### src/rtl/hlfe_pkg.sv
package hlfe_pkg;

  localparam int FrameDepth = 64;
  localparam int AddrW      = $clog2(FrameDepth);
  localparam int ByteW      = 8;
  localparam int LenW       = 7;
  localparam int MinLen     = 3;
  localparam int CfgIdxW    = 2;

  localparam logic [ByteW-1:0] StartOneRst = 8'hFC;
  localparam logic [ByteW-1:0] StartTwoRst = 8'h01;
  localparam logic [LenW-1:0]  MaxLenRst   = 7'd64;
  localparam logic [LenW-1:0]  DepthLen    = LenW'(FrameDepth);

  typedef enum logic [CfgIdxW-1:0] {
    CFG_START_ONE = 2'd0,
    CFG_START_TWO = 2'd1,
    CFG_MAX_LEN   = 2'd2
  } cfg_idx_e;

  typedef enum logic [3:0] {
    PH_HUNT_ONE = 4'b0001,
    PH_HUNT_TWO = 4'b0010,
    PH_LENGTH   = 4'b0100,
    PH_FILL     = 4'b1000
  } phase_e;

  typedef enum logic [2:0] {
    EM_IDLE  = 3'b001,
    EM_PRIME = 3'b010,
    EM_SEND  = 3'b100
  } emit_e;

  typedef struct packed {
    logic             en;
    logic [AddrW-1:0] addr;
    logic [ByteW-1:0] data;
  } ram_wr_t;

  typedef struct packed {
    logic            valid;
    logic [LenW-1:0] len;
  } frame_start_t;

endpackage

### src/rtl/hlfe_store.sv
module hlfe_store import hlfe_pkg::*; (
  input  logic             clk_i,
  input  ram_wr_t          wr_i,
  input  logic [AddrW-1:0] rd_addr_i,
  output logic [ByteW-1:0] rd_data_o
);

  logic [ByteW-1:0] mem [FrameDepth];
  logic [ByteW-1:0] rd_data_q;

  always_ff @(posedge clk_i) begin
    if (wr_i.en) begin
      mem[wr_i.addr] <= wr_i.data;
    end
    rd_data_q <= mem[rd_addr_i];
  end

  assign rd_data_o = rd_data_q;

endmodule

### src/rtl/hlfe_framer.sv
module hlfe_framer import hlfe_pkg::*; (
  input  logic             clk_i,
  input  logic             rst_ni,
  input  logic             accept_i,
  input  logic [ByteW-1:0] byte_i,
  input  logic [ByteW-1:0] start_one_i,
  input  logic [ByteW-1:0] start_two_i,
  input  logic [LenW-1:0]  max_len_i,
  output ram_wr_t          wr_o,
  output frame_start_t     start_o
);

  phase_e          phase_q, phase_d;
  logic [LenW-1:0] exp_len_q, exp_len_d;
  logic [LenW-1:0] fill_q, fill_d;
  logic [LenW-1:0] fill_next;
  logic            is_one;
  logic            bad_len;

  assign is_one    = (byte_i == start_one_i);
  assign bad_len   = (byte_i < ByteW'(MinLen)) || (byte_i > {1'b0, max_len_i});
  assign fill_next = fill_q + LenW'(1);

  always_comb begin
    phase_d       = phase_q;
    exp_len_d     = exp_len_q;
    fill_d        = fill_q;
    wr_o.en       = 1'b0;
    wr_o.addr     = '0;
    wr_o.data     = byte_i;
    start_o.valid = 1'b0;
    start_o.len   = exp_len_q;
    if (accept_i) begin
      case (phase_q)
        PH_HUNT_TWO: begin
          if (byte_i == start_two_i) begin
            wr_o.en   = 1'b1;
            wr_o.addr = AddrW'(1);
            phase_d   = PH_LENGTH;
          end else begin
            wr_o.en = is_one;
            phase_d = is_one ? PH_HUNT_TWO : PH_HUNT_ONE;
          end
        end
        PH_LENGTH: begin
          if (bad_len) begin
            wr_o.en = is_one;
            phase_d = is_one ? PH_HUNT_TWO : PH_HUNT_ONE;
          end else begin
            wr_o.en   = 1'b1;
            wr_o.addr = AddrW'(2);
            exp_len_d = byte_i[LenW-1:0];
            if (byte_i == ByteW'(MinLen)) begin
              start_o.valid = 1'b1;
              start_o.len   = byte_i[LenW-1:0];
              fill_d        = '0;
              phase_d       = PH_HUNT_ONE;
            end else begin
              fill_d  = LenW'(MinLen);
              phase_d = PH_FILL;
            end
          end
        end
        PH_FILL: begin
          wr_o.en   = 1'b1;
          wr_o.addr = fill_q[AddrW-1:0];
          if (fill_next >= exp_len_q) begin
            start_o.valid = 1'b1;
            fill_d        = '0;
            phase_d       = PH_HUNT_ONE;
          end else begin
            fill_d = fill_next;
          end
        end
        default: begin
          wr_o.en = is_one;
          phase_d = is_one ? PH_HUNT_TWO : PH_HUNT_ONE;
        end
      endcase
    end
  end

  always_ff @(posedge clk_i or negedge rst_ni) begin
    if (!rst_ni) begin
      phase_q   <= PH_HUNT_ONE;
      exp_len_q <= '0;
      fill_q    <= '0;
    end else begin
      phase_q   <= phase_d;
      exp_len_q <= exp_len_d;
      fill_q    <= fill_d;
    end
  end

endmodule

### src/rtl/hlfe_emitter.sv
module hlfe_emitter import hlfe_pkg::*; (
  input  logic             clk_i,
  input  logic             rst_ni,
  input  frame_start_t     start_i,
  input  logic             out_ready_i,
  output logic             out_valid_o,
  output logic             busy_o,
  output logic [AddrW-1:0] rd_addr_o,
  output logic [AddrW-1:0] pos_o,
  output logic [LenW-1:0]  len_o,
  output logic             last_o
);

  emit_e            state_q, state_d;
  logic [AddrW-1:0] pos_q, pos_d;
  logic [LenW-1:0]  len_q, len_d;
  logic             last;
  logic             fire;

  assign last  = ({1'b0, pos_q} + LenW'(1)) == len_q;
  assign fire  = (state_q == EM_SEND) && out_ready_i;

  always_comb begin
    state_d = state_q;
    pos_d   = pos_q;
    len_d   = len_q;
    case (state_q)
      EM_IDLE: begin
        if (start_i.valid) begin
          len_d   = start_i.len;
          pos_d   = '0;
          state_d = EM_PRIME;
        end
      end
      EM_PRIME: begin
        state_d = EM_SEND;
      end
      EM_SEND: begin
        if (fire) begin
          if (last) begin
            state_d = EM_IDLE;
          end else begin
            pos_d = pos_q + AddrW'(1);
          end
        end
      end
      default: begin
        state_d = EM_IDLE;
      end
    endcase
  end

  always_ff @(posedge clk_i or negedge rst_ni) begin
    if (!rst_ni) begin
      state_q <= EM_IDLE;
      pos_q   <= '0;
      len_q   <= '0;
    end else begin
      state_q <= state_d;
      pos_q   <= pos_d;
      len_q   <= len_d;
    end
  end

  // hold the read address under stall so the RAM output stays stable
  assign rd_addr_o   = pos_d;
  assign out_valid_o = (state_q == EM_SEND);
  assign busy_o      = (state_q != EM_IDLE);
  assign pos_o       = pos_q;
  assign len_o       = len_q;
  assign last_o      = last;

endmodule

### src/rtl/header_length_frame_extractor.sv
// Input: one byte per cycle while hunting, reading the length or filling a frame.
// The frame is emitted after its closing byte transfers, via emitter states PRIME (RAM read)
// then SEND: one byte per cycle from the frame RAM read port, while m_axis_tready is high.
// Input is stalled from frame completion until the last frame byte transfers.
// Reset: async active low; config returns to defaults, framer and emitter return to idle.
// The frame RAM is not cleared; every entry is written before it is read.
module header_length_frame_extractor import hlfe_pkg::*; (
  input  logic               clk_i,
  input  logic               rst_ni,
  input  logic               s_axis_tvalid,
  output logic               s_axis_tready,
  input  logic [7:0]         s_axis_tdata,   // [7:0] rx_byte
  output logic               m_axis_tvalid,
  input  logic               m_axis_tready,
  output logic [23:0]        m_axis_tdata,   // [7:0] frame_byte, [13:8] byte_position,
                                             // [20:14] frame_length, [23:21] zero
  output logic               m_axis_tlast,
  input  logic               cfg_valid_i,
  output logic               cfg_ready_o,
  input  logic [CfgIdxW-1:0] cfg_index_i,
  input  logic [ByteW-1:0]   cfg_data_i
);

  logic [ByteW-1:0] start_one_q;
  logic [ByteW-1:0] start_two_q;
  logic [LenW-1:0]  max_len_q;
  logic [LenW-1:0]  eff_max;
  logic             in_accept;
  logic             busy;
  ram_wr_t          ram_wr;
  frame_start_t     frame_start;
  logic [AddrW-1:0] rd_addr;
  logic [ByteW-1:0] rd_data;
  logic [AddrW-1:0] pos;
  logic [LenW-1:0]  len;

  assign cfg_ready_o = 1'b1;

  always_ff @(posedge clk_i or negedge rst_ni) begin
    if (!rst_ni) begin
      start_one_q <= StartOneRst;
      start_two_q <= StartTwoRst;
      max_len_q   <= MaxLenRst;
    end else if (cfg_valid_i) begin
      case (cfg_index_i)
        CFG_START_ONE: start_one_q <= cfg_data_i;
        CFG_START_TWO: start_two_q <= cfg_data_i;
        CFG_MAX_LEN:   max_len_q   <= cfg_data_i[LenW-1:0];
        default: ;
      endcase
    end
  end

  assign eff_max       = (max_len_q > DepthLen) ? DepthLen : max_len_q;
  assign s_axis_tready = !busy;
  assign in_accept     = s_axis_tvalid && s_axis_tready;

  hlfe_framer u_framer (
    .clk_i       (clk_i),
    .rst_ni      (rst_ni),
    .accept_i    (in_accept),
    .byte_i      (s_axis_tdata),
    .start_one_i (start_one_q),
    .start_two_i (start_two_q),
    .max_len_i   (eff_max),
    .wr_o        (ram_wr),
    .start_o     (frame_start)
  );

  hlfe_store u_store (
    .clk_i     (clk_i),
    .wr_i      (ram_wr),
    .rd_addr_i (rd_addr),
    .rd_data_o (rd_data)
  );

  hlfe_emitter u_emitter (
    .clk_i       (clk_i),
    .rst_ni      (rst_ni),
    .start_i     (frame_start),
    .out_ready_i (m_axis_tready),
    .out_valid_o (m_axis_tvalid),
    .busy_o      (busy),
    .rd_addr_o   (rd_addr),
    .pos_o       (pos),
    .len_o       (len),
    .last_o      (m_axis_tlast)
  );

  assign m_axis_tdata = {3'b000, len, pos, rd_data};

endmodule
### config.mk
export PLATFORM = sky130hd
export DESIGN_NAME = header_length_frame_extractor
export DESIGN_NICKNAME = d
export VERILOG_FILES = /design/src/rtl/hlfe_pkg.sv /design/src/rtl/hlfe_store.sv /design/src/rtl/hlfe_framer.sv /design/src/rtl/hlfe_emitter.sv /design/src/rtl/header_length_frame_extractor.sv
export SDC_FILE = /design/constraint.sdc
export NUM_CORES = 1
export LEC_CHECK = 0
export BUFFER_PORTS_ARGS = -buffer_cell sky130_fd_sc_hd__buf_2
export CAP_MARGIN = 40
export CELL_PAD_IN_SITES_DETAIL_PLACEMENT = 0
export CELL_PAD_IN_SITES_GLOBAL_PLACEMENT = 2
export CORE_MARGIN = 2
export CORE_UTILIZATION = 48
export DETAILED_ROUTE_END_ITERATION = 10
export GPL_TIMING_DRIVEN = 0
export PLACE_DENSITY = 0.82
export SETUP_SLACK_MARGIN = 0.2
export SLEW_MARGIN = 0
export SYNTH_ARGS = -nofsm -noshare
export SYNTH_HDL_FRONTEND = slang
export SYNTH_HIERARCHICAL = 1
export SYNTH_SLANG_ARGS = --single-unit
### constraint.sdc
create_clock -name clk_i -period 5.6 [get_ports clk_i]
set_clock_uncertainty 0.05 [all_clocks]
set_input_delay 0.28 -clock clk_i [delete_from_list [all_inputs] [get_ports clk_i]]
set_output_delay 0.28 -clock clk_i [all_outputs]
set_load 0.02 [all_outputs]
==> results of run 1 <==
==> metal layers <==
layer | GRT usage (%) | routed length [µm]
met5 | 0 | 0
met2 | 37.1 | 27900
met4 | 7.75 | 1590
met1 | 32.0 | 23800
met3 | 3.58 | 3910
==> cell families after synthesis <==
family	synth area share [%]
AOI/OAI and AO/OA	3.62
xor gates and xnor gates	0.993
adders and majority gates	0.841
buffers and inverters	2.22
DFF	71.3
muxes	14.9
other	0.0315
and+or+nand+nor	6.16
==> area by class of cell <==
type | count | area, µm²
fillers | 3786 | 21600
flip-flops and latches | 577 | 17000
multi-input cells | 642 | 6430
clock buffers | 79 | 1690
well taps | 664 | 831
plain buffers | 71 | 551
repair buffers | 79 | 537
clock inverters | 28 | 292
inverters | 21 | 78.8
diodes | 1 | 2.50
==> critical path: stages (launching register included) <==
cell and delay [ns]:
dfrtp_2 0.44, ha_2 0.24, nand3_1 0.16, xnor2_2 0.19, ha_1 0.30, a21o_1 0.18
a211oi_1 0.31, a21oi_2 0.16, a31o_2 0.27, nand2_1 0.17, clkbuf_4 0.25, nand2_1 0.08
mux2i_2 0.26, buf_6 0.20, buf_12 0.19, mux4_2 0.53, nor2b_1 0.18, a2111oi_0 0.65
o41ai_2 0.21
==> path summary, 6_finish.rpt <==
| kind | slack (ns) | end | from |
|---|---|---|---|
| max | 0.43 | u_store/rd_data_o[5]$_DFF_P_ | u_framer/fill_q[0]$_DFFE_PN0P_ |
| min | 0.04 | u_emitter/state_q[2]$_DFFE_PN0P_ | m_axis_tready |
| max reg2reg | 0.43 | u_store/rd_data_o[5]$_DFF_P_ | u_framer/fill_q[0]$_DFFE_PN0P_ |
| min reg2reg | 0.45 | max_len_q[1]$_DFFE_PN0P_ | max_len_q[1]$_DFFE_PN0P_ |
| max in group asynchronous | 4.68 | u_emitter/state_q[0]$_DFFE_PN1P_ | rst_ni |
| min in group asynchronous | 0.15 | max_len_q[5]$_DFFE_PN0P_ | rst_ni |
==> state kept, by name, indices dropped and copies added, names as in the netlist, 7 cells and up <==
register and flops:
max_len_q 7, start_one_q 8, start_two_q 8, u_emitter/len_o 7
u_framer/exp_len_q 7, u_framer/fill_q 7, u_store/mem 512, u_store/rd_data_o 8
==> where the power goes <==
part | internal (mW) | switching, mW | leakage, nW
Combinational | 1.22 | 1.46 | 2.74
Clock | 2.34 | 1.64 | 0.979
Sequential | 4.79 | 0.0693 | 5.36
==> layout by cell type, fill, tap and decap left out, types with 8 or more instances in the layout <==
master	instances
dfxtp_1	8
inv_1	20
xnor2_1	14
ha_1	15
edfxtp_1	512
dfstp_2	10
dfrtp_1	46
nor2_1	100
dlygate4sd3_1	16
mux2i_1	22
nor2b_1	27
o221ai_1	8
clkinv_2	15
nor3_1	12
mux4_2	126
xor2_1	12
buf_4	29
nand2_1	63
nand3_1	26
o21ai_0	9
mux2_2	38
nand2b_1	13
a21oi_1	11
clkbuf_16	62
clkbuf_2	8
clkbuf_1	23
o22ai_1	10
buf_6	18
buf_2	55
==> per-stage QoR <==
step	TNS (ns)	cells	cell area, µm²	power, mW
CTS	0	2157	27200	11.5
global route	0	2161	27400	11.9
floorplan	0	1311	23800	6.65
detailed placement	-2.56	2032	25000	7.50
global placement	-5.34	2021	24900	7.47
finish	0	2162	27400	11.5
==> timing repair <==
action,CTS,global route
pin swaps,0,3
hold buffers,16,0
buffers inserted,2,1
setup endpoints to repair,8,8
hold endpoints to repair,52,0
gates resized for setup,25,42
==> run_results.csv, run 1 <==
group,metric,value,unit
synthesis,avgSynthCellArea,18.2,µm²
floorplanning,num_rows,81,
global_routing,grt_max_degree,65,
detailed_routing,via_count,12818,
synthesis,syn_area,0.0238,mm²
synthesis,yosysSeqAreaShare,71.3,%
clocking,cts.sinks,577,
global_routing,grt.overflow.total,0,
synthesis,synthFlopType,"edfxtp_1",
global_routing,grt_pass1_vias,12814,
worst_hold_path,hold_depth,4,
synthesis,ys_ff_latch,577,
place,routabilityCongestion,0.834,
synthesis,ys_warn_count,6,
clocking,path_clk_slew,0.06,ns
worst_hold_path,hold_path_class,"in2reg",
timing,worst_slew_pin_slew,0.922,ns
detailed_routing,drtAntennaViolNets,0,
clocking,cts_buffers,57,
place,dp_hpwl,36800,µm
worst_setup_path,rr_worst_depth,18,
timing,fmax,193,MHz
floorplanning,dieArea,0.0514,mm²
detailed_routing,drt_iter0_drc,1212,
floorplanning,dieWidth,227,µm
synthesis,syn_inst,1309,
clocking,cts_root_buf,"clkbuf_16",
synthesis,synth_cell_type_count,77,
detailed_routing,vias_per_cell,5.93,
finish,areaGrowthSynthToFinish,15.0,%
detailed_routing,wire_per_inst,26.4,µm
worst_setup_path,critPathKind,"reg2reg",
global_routing,grt_pass1_wl,84500,µm
finish,drive_above_1_share,28.7,%
floorplanning,start_util,48.7,%
synthesis,yosysTopAreaCell,"edfxtp_1",
pwr,powerDensity,421,mW/mm²
timing,min_period,5.17,ns
synthesis,synth-edff-count,512,
worst_setup_path,cp-end-kind,"flop",
worst_setup_path,critPathMaxFanout,10,
place,pre_cts_ws,-0.442,ns
finish,fin_nets,1488,
synthesis,synth_area_leaders,"edfxtp_1 (65%), mux4_2 (12%), dfrtp_1 (4.9%)",
clocking,cts_tree,"built",
floorplanning,die_y,227,µm
detailed_routing,wirelength,57100,µm
timing,setup_viol,0,
global_routing,grt_usage,22.9,%
worst_setup_path,cp-start-kind,"flop",
timing,final.setup.worst_slack,0.426,ns
clocking,clock_latency,0.61,ns
pwr,vdd_drop_max,0.308,mV
timing,maxSlewHeadroom,38.1,%
global_routing,antenna_found_initial,0,
timing,hold_viol_final,0,
finish,final_util,55.9,%
worst_setup_path,worst_ep_required_time,6.00,ns
clocking,clk_path_buf_depth,3,
synthesis,ys_top_cells_by_count,"edfxtp_1 (512), mux4_2 (126), nor2_1 (100)",
detailed_routing,drc_errors,0,
place,numPortBuffers,46,
timing,whs,0.0361,ns
clocking,htreeDepth,2,
timing,rsz0062_at_grt,"false",
floorplanning,core,0.0490,mm²
run_status,status,"finished clean",
synthesis,synthArstFlopShare,9.88,%
timing,drv_slew,0,
detailed_routing,dr.pass1.iters,5,
timing,period_share,92.4,%
job,cap_violations,0,
worst_setup_path,crit_arrival,5.58,ns
synthesis,yosys.area.top_type_share,64.6,%
pwr,p_leak,9.08,nW
synthesis,synth_most_common_cell,"edfxtp_1",
floorplanning,io_pins,51,
No activity file was read; power rests on OpenSTA's default activity.
==> run 2: changes to the inputs <==
--- a/config.mk
+++ b/config.mk
@@ -10,4 +10,5 @@
 export CELL_PAD_IN_SITES_DETAIL_PLACEMENT = 0
 export CELL_PAD_IN_SITES_GLOBAL_PLACEMENT = 2
+export CORE_ASPECT_RATIO = 1.4
 export CORE_MARGIN = 2
 export CORE_UTILIZATION = 48
==> constraint.sdc (replaced) <==
create_clock -name clk_i -period 5.6 [get_ports clk_i]
set_clock_uncertainty 0.05 [all_clocks]
set_input_delay 0.56 -clock clk_i [delete_from_list [all_inputs] [get_ports clk_i]]
set_output_delay 0.56 -clock clk_i [all_outputs]
set_load 0.02 [all_outputs]
==> run_results.csv, run 2 (same netlist as run 1, synthesis figures left out) <==
group,metric,value,unit
finish,fin_nets,1476,
detailed_routing,wirelength,56500,µm
worst_setup_path,worst_ep_required_time,5.97,ns
timing,fmax,194,MHz
timing,period_share,91.8,%
floorplanning,dieArea,0.0514,mm²
worst_setup_path,r2r_start,"u_framer/fill_q[0]$_DFFE_PN0P_",
finish,drive_above_1_share,28.5,%
clocking,cts_buffers,53,
global_routing,antenna_found_initial,0,
place,placed_area,0.0250,mm²
worst_hold_path,hold_path_end,"start_two_q[7]$_DFFE_PN0P_",
floorplanning,io_pins,51,
job,cap_violations,0,
timing,maxSlewHeadroom,33.4,%
pwr,switching_share,27.7,%
worst_setup_path,cpMaxStageDelayCell,"mux4_2",
timing,worst_slew_pin_slew,0.995,ns
detailed_routing,via_count,12648,
detailed_routing,drc_errors,0,
place,pre_cts_ws,-0.415,ns
clocking,cts.sinks,577,
pwr,power_frac_comb,23.8,%
detailed_routing,drtAntennaViolNets,0,
global_routing,grt_pass1_vias,12834,
clocking,path_clk_slew,0.06,ns
worst_setup_path,cp.buffers_inverters,4,
worst_setup_path,cp_cell_sequence,"ha_1 > nand3_1 > xnor2_2 > ha_1 > a21o_1 > a211oi_1 > a21oi_2 > a31o_2 > nand2_1 > buf_4 > nand2_1 > mux2i_1 > buf_6 > buf_8 > buf_6 > mux4_2 > mux4_2 > o21ai_1 > o41ai_2",
finish,final_cell_mix,"edfxtp_1 (512), mux4_2 (126), nor2_1 (100)",
detailed_routing,dr.pass1.iters,5,
pwr,p_leak,8.91,nW
worst_setup_path,cp-start-kind,"flop",
timing,hold_viol_final,0,
place,numPortBuffers,46,
global_routing,grt_max_degree,65,
timing,drv_slew,0,
worst_setup_path,r2r-end,"u_store/rd_data_o[3]$_DFF_P_",
clocking,clock_latency,0.59,ns
run_status,status,"finished clean",
finish,areaGrowthSynthToFinish,13.4,%
pwr,powerDensity,411,mW/mm²
clocking,cts_tree,"built",
floorplanning,num_rows,96,
floorplanning,core,0.0490,mm²
pwr,seqPwrFrac,43.7,%
worst_hold_path,min_from,"cfg_data_i[7]",
floorplanning,dieWidth,192,µm
place,routabilityCongestion,0.831,
timing,final.setup.worst_slack,0.457,ns
timing,fin_tns_setup,0,ns
worst_setup_path,rr_worst_depth,19,
worst_setup_path,cp_top_family,"compound AO/OA/AOI/OAI gates",
worst_setup_path,crit_arrival,5.51,ns
global_routing,grt_usage,22.6,%
pwr,finalPower,11.1,mW
pwr,clkPwrFrac,32.5,%
finish,n_antenna_cell,0,
worst_hold_path,hold_path_class,"in2reg",
timing,rsz0062_at_grt,"true",
pwr,vdd_drop_max,0.271,mV
timing,min_period,5.14,ns
clocking,htreeDepth,2,
worst_setup_path,cp_slowest_stage_delay,0.55,ns
worst_setup_path,cp.depth,19,
worst_setup_path,critPathKind,"reg2reg",
place,dp_hpwl,38000,µm
global_routing,grt.overflow.total,0,
detailed_routing,drt_iter0_drc,1167,
floorplanning,start_util,48.6,%
finish,final_common_cell,"edfxtp_1",
floorplanning,die_y,268,µm
pwr,p_int,8.04,mW
global_routing,grt_pass1_wl,83200,µm
worst_setup_path,r2r_setup_slack,0.46,ns
timing,setup_viol,0,
worst_setup_path,cp-end-kind,"flop",
detailed_routing,vias_per_cell,5.97,
worst_hold_path,hold_depth,2,
clocking,clk_path_buf_depth,3,
detailed_routing,wire_per_inst,26.6,µm
worst_setup_path,critPathMaxFanout,10,
finish,regMostFlops,"u_store/mem",
pwr,p_switching,3.07,mW
finish,largest_register_ffs,512,
clocking,cts_root_buf,"clkbuf_16",
finish,fin_area,0.0270,mm²
-- run 2: cell types whose count changed in the layout (fill, tap and decap cells not counted), moves of 4 or more --
cell,change
dlygate4sd3_1,-15
clkinv_2,-6
buf_4,+13
clkbuf_1,+4
clkbuf_16,-7
-- run 2: worst max-delay path by stage --
stage / end / start / slack, ns
floorplan: u_store/rd_data_o[3]$_DFF_P_ / u_framer/fill_q[0]$_DFFE_PN0P_ / 1.14
detailed placement: u_store/rd_data_o[5]$_DFF_P_ / u_framer/fill_q[0]$_DFFE_PN0P_ / -0.41
global placement: u_store/rd_data_o[0]$_DFF_P_ / u_framer/fill_q[0]$_DFFE_PN0P_ / -0.97
global route: u_store/rd_data_o[1]$_DFF_P_ / u_framer/fill_q[1]$_DFFE_PN0P_ / 0.19
CTS: u_store/rd_data_o[2]$_DFF_P_ / u_framer/fill_q[0]$_DFFE_PN0P_ / 0.19
finish: u_store/rd_data_o[3]$_DFF_P_ / u_framer/fill_q[0]$_DFFE_PN0P_ / 0.46
-- run 2: cell type report --
type                    instances  area, µm²
repair buffers                 71        444
clock buffers                  75       1530
plain buffers                  71        543
flip-flops and latches        577      17000
inverters                      21       78.8
fillers                      3916      22000
multi-input cells             642       6410
clock inverters                25        228
well taps                     637        797
-- run 2: worst reg2reg max path: cells and delay by family, from the launching register on --
family	cells	cell delay, ns
AOI/OAI and AO/OA	6	1.31
xor gates and xnor gates	1	0.18
adders and majority gates	2	0.54
buffers and inverters	4	0.91
DFF	1	0.44
muxes	3	1.14
and+or+nand+nor	3	0.41
-- run 2: routing by layer --
metal	up-vias	track usage (%)	routed length (µm)
li1	5461	-	-
met3	98	2.78	3030
met4	0	8.03	2040
met1	6648	28.4	21800
met2	441	40.2	29600
met5	-	0	0
-- run 2: repair_timing --
item                                    4_1_cts  5_1_grt
pin swaps                                     0        1
buffers inserted                              0        3
endpoints found under the setup margin        8        8
endpoints found under the hold margin        18        0
resized for setup                            29       28
hold buffers                                  1        0
-- run 2: per-stage QoR --
| stage | util (%) | hold slack [ns] | std cells |
|---|---|---|---|
| floorplan | - | 0.214 | 1311 |
| global route | 55.1 | 0.171 | 2119 |
| finish | 55.1 | 0.168 | 2119 |
| CTS | 54.9 | 0.149 | 2113 |
| detailed placement | 51.0 | 0.436 | 2012 |
| global placement | 50.7 | 0.432 | 1994 |
-- run 2: power groups by stage --
stage | sequential (mW) | combinational, mW | clock [mW]
finish | 4.86 | 2.65 | 3.61
global route | 4.86 | 2.78 | 3.84
CTS | 4.86 | 2.61 | 3.69
detailed placement | 4.94 | 2.54 | 0
global placement | 4.94 | 2.52 | 0
floorplan | 4.98 | 1.67 | 0
==> run 3: changes to the inputs <==
--- a/config.mk
+++ b/config.mk
@@ -12,8 +12,8 @@
 export CORE_ASPECT_RATIO = 1.4
 export CORE_MARGIN = 2
-export CORE_UTILIZATION = 48
+export CORE_UTILIZATION = 28
 export DETAILED_ROUTE_END_ITERATION = 10
 export GPL_TIMING_DRIVEN = 0
-export PLACE_DENSITY = 0.82
+export PLACE_DENSITY = 0.53
 export SETUP_SLACK_MARGIN = 0.2
 export SLEW_MARGIN = 0
--- a/constraint.sdc
+++ b/constraint.sdc
@@ -3,3 +3,3 @@
 set_input_delay 0.56 -clock clk_i [delete_from_list [all_inputs] [get_ports clk_i]]
 set_output_delay 0.56 -clock clk_i [all_outputs]
-set_load 0.02 [all_outputs]
+set_load 0.01 [all_outputs]
==> run_results.csv, run 3 (same netlist as run 1, synthesis figures left out) <==
group,metric,value,unit
worst_hold_path,hold_path_class,"in2reg",
worst_setup_path,critPathKind,"reg2reg",
pwr,p_int,8.34,mW
global_routing,grt_pass1_vias,13466,
detailed_routing,wire_per_inst,25.9,µm
finish,n_antenna_cell,0,
timing,rsz0062_at_grt,"false",
clocking,htreeDepth,2,
floorplanning,io_pins,51,
pwr,power_frac_comb,24.7,%
place,dp_hpwl,46700,µm
clocking,clk_path_buf_depth,3,
pwr,seqPwrFrac,41.5,%
place,numPortBuffers,46,
floorplanning,dieWidth,250,µm
worst_setup_path,cp-start-kind,"flop",
place,pre_cts_ws,-1.20,ns
floorplanning,dieArea,0.0874,mm²
global_routing,antenna_found_initial,0,
finish,final_cell_mix,"edfxtp_1 (512), mux4_2 (126), nor2_1 (99)",
pwr,finalPower,11.7,mW
timing,fmax,195,MHz
detailed_routing,drc_errors,0,
floorplanning,core,0.0843,mm²
pwr,p_leak,9.24,nW
clocking,cts.sinks,577,
timing,fin_tns_setup,0,ns
floorplanning,num_rows,126,
worst_setup_path,worst_ep_required_time,6.03,ns
floorplanning,die_y,349,µm
worst_setup_path,cp-end-kind,"flop",
timing,final.setup.worst_slack,0.475,ns
global_routing,grt_usage,15.7,%
worst_setup_path,critPathMaxFanout,10,
job,cap_violations,0,
detailed_routing,wirelength,67700,µm
timing,period_share,91.5,%
finish,final_common_cell,"edfxtp_1",
global_routing,grt_pass1_wl,98200,µm
worst_setup_path,rr_worst_depth,19,
finish,fin_nets,1519,
pwr,p_switching,3.34,mW
timing,worst_slew_pin_slew,0.907,ns
pwr,vdd_drop_max,0.245,mV
clocking,path_clk_slew,0.06,ns
clocking,clock_latency,0.63,ns
pwr,clkPwrFrac,33.8,%
detailed_routing,drt_iter0_drc,890,
clocking,cts_buffers,58,
pwr,switching_share,28.6,%
timing,hold_viol_final,0,
detailed_routing,dr.pass1.iters,6,
worst_setup_path,crit_arrival,5.55,ns
place,routabilityCongestion,0.785,
timing,min_period,5.13,ns
detailed_routing,drtAntennaViolNets,0,
clocking,cts_root_buf,"clkbuf_16",
finish,regMostFlops,"u_store/mem",
timing,setup_viol,0,
global_routing,grt.overflow.total,0,
pwr,powerDensity,415,mW/mm²
timing,maxSlewHeadroom,39.4,%
timing,drv_slew,0,
worst_hold_path,hold_depth,2,
finish,largest_register_ffs,512,
detailed_routing,vias_per_cell,4.78,
global_routing,grt_max_degree,65,
detailed_routing,via_count,12512,
run_status,status,"finished clean",
clocking,cts_tree,"built",
finish,drive_above_1_share,31.3,%
finish,areaGrowthSynthToFinish,18.4,%
floorplanning,start_util,28.2,%
## run 3: cell count changes in the layout (fill, tap and decap cells not counted), sizes merged
cell	delta
buf	+38
bufinv	+2
clkbuf	+7
clkinv	+4
clkinvlp	-6
inv	+2
## run 3: cell type report
class	instances	area, µm²
well taps	1088	1360
multi-input cells	642	6530
fillers	8042	56200
flip-flops and latches	577	17000
repair buffers	109	766
plain buffers	71	562
clock inverters	27	297
inverters	21	78.8
clock buffers	82	1620
## run 3: critical path, stage by stage, from the launching register on
cell and delay [ns]:
dfstp_2 0.61, clkbuf_1 0.11, inv_1 0.04, ha_1 0.31, nand4b_1 0.15, nor2_1 0.08
a31o_2 0.23, o21ai_1 0.36, nor4_4 0.10, a31o_2 0.24, nand2_1 0.18, buf_4 0.23
nand2_1 0.10, mux2i_4 0.22, buf_6 0.19, buf_6 0.24, mux4_2 0.57, mux4_2 0.55
o21ai_2 0.23, o41ai_2 0.15
## run 3: routing by layer
| layer | GRT usage, % | vias up | wire length (µm) |
|---|---|---|---|
| met3 | 2.15 | 86 | 1980 |
| met1 | 18.0 | 6636 | 26600 |
| met4 | 4.90 | 0 | 1920 |
| met5 | 0 | - | 0 |
| li1 | - | 5566 | - |
| met2 | 29.9 | 224 | 37200 |
## run 3: path summary, 6_finish.rpt
kind | startpoint | end | slack, ns
setup / recovery | max_len_q[6]$_DFFE_PN1P_ | u_store/rd_data_o[5]$_DFF_P_ | 0.47
hold / removal | cfg_data_i[7] | start_one_q[7]$_DFFE_PN1P_ | 0.15
setup reg to reg | max_len_q[6]$_DFFE_PN1P_ | u_store/rd_data_o[5]$_DFF_P_ | 0.47
hold reg to reg | max_len_q[0]$_DFFE_PN0P_ | max_len_q[0]$_DFFE_PN0P_ | 0.46
max in group asynchronous | rst_ni | u_framer/fill_q[0]$_DFFE_PN0P_ | 4.44
min in group asynchronous | rst_ni | start_two_q[6]$_DFFE_PN0P_ | 0.49
## run 3: power groups by stage
stage / combinational, mW / clock, mW / sequential (mW)
2_1_floorplan: 1.67 / 0 / 4.95
3_3_place_gp: 2.70 / 0 / 4.95
5_1_grt: 3.08 / 4.23 / 4.86
6_report: 2.88 / 3.95 / 4.85
4_1_cts: 2.93 / 4.08 / 4.86
3_5_place_dp: 2.73 / 0 / 4.95
## run 3: metrics by stage
step                cell area [µm²]  hold WS [ns]  util [%]  cells
floorplan                     23800         0.214         -   1311
global placement              25400         0.436      30.1   2445
detailed placement            25900         0.442      30.7   2498
CTS                           28100         0.104      33.3   2612
global route                  28200         0.118      33.4   2617
finish                        28200         0.150      33.4   2617
## run 3: timing repair
action                                  4_1_cts  5_1_grt
endpoints found under the hold margin        34        0
resized for setup                            64       13
endpoints found under the setup margin        8        8
setup buffers                                 4        4
pin swaps                                     0        1
hold buffers                                  1        0
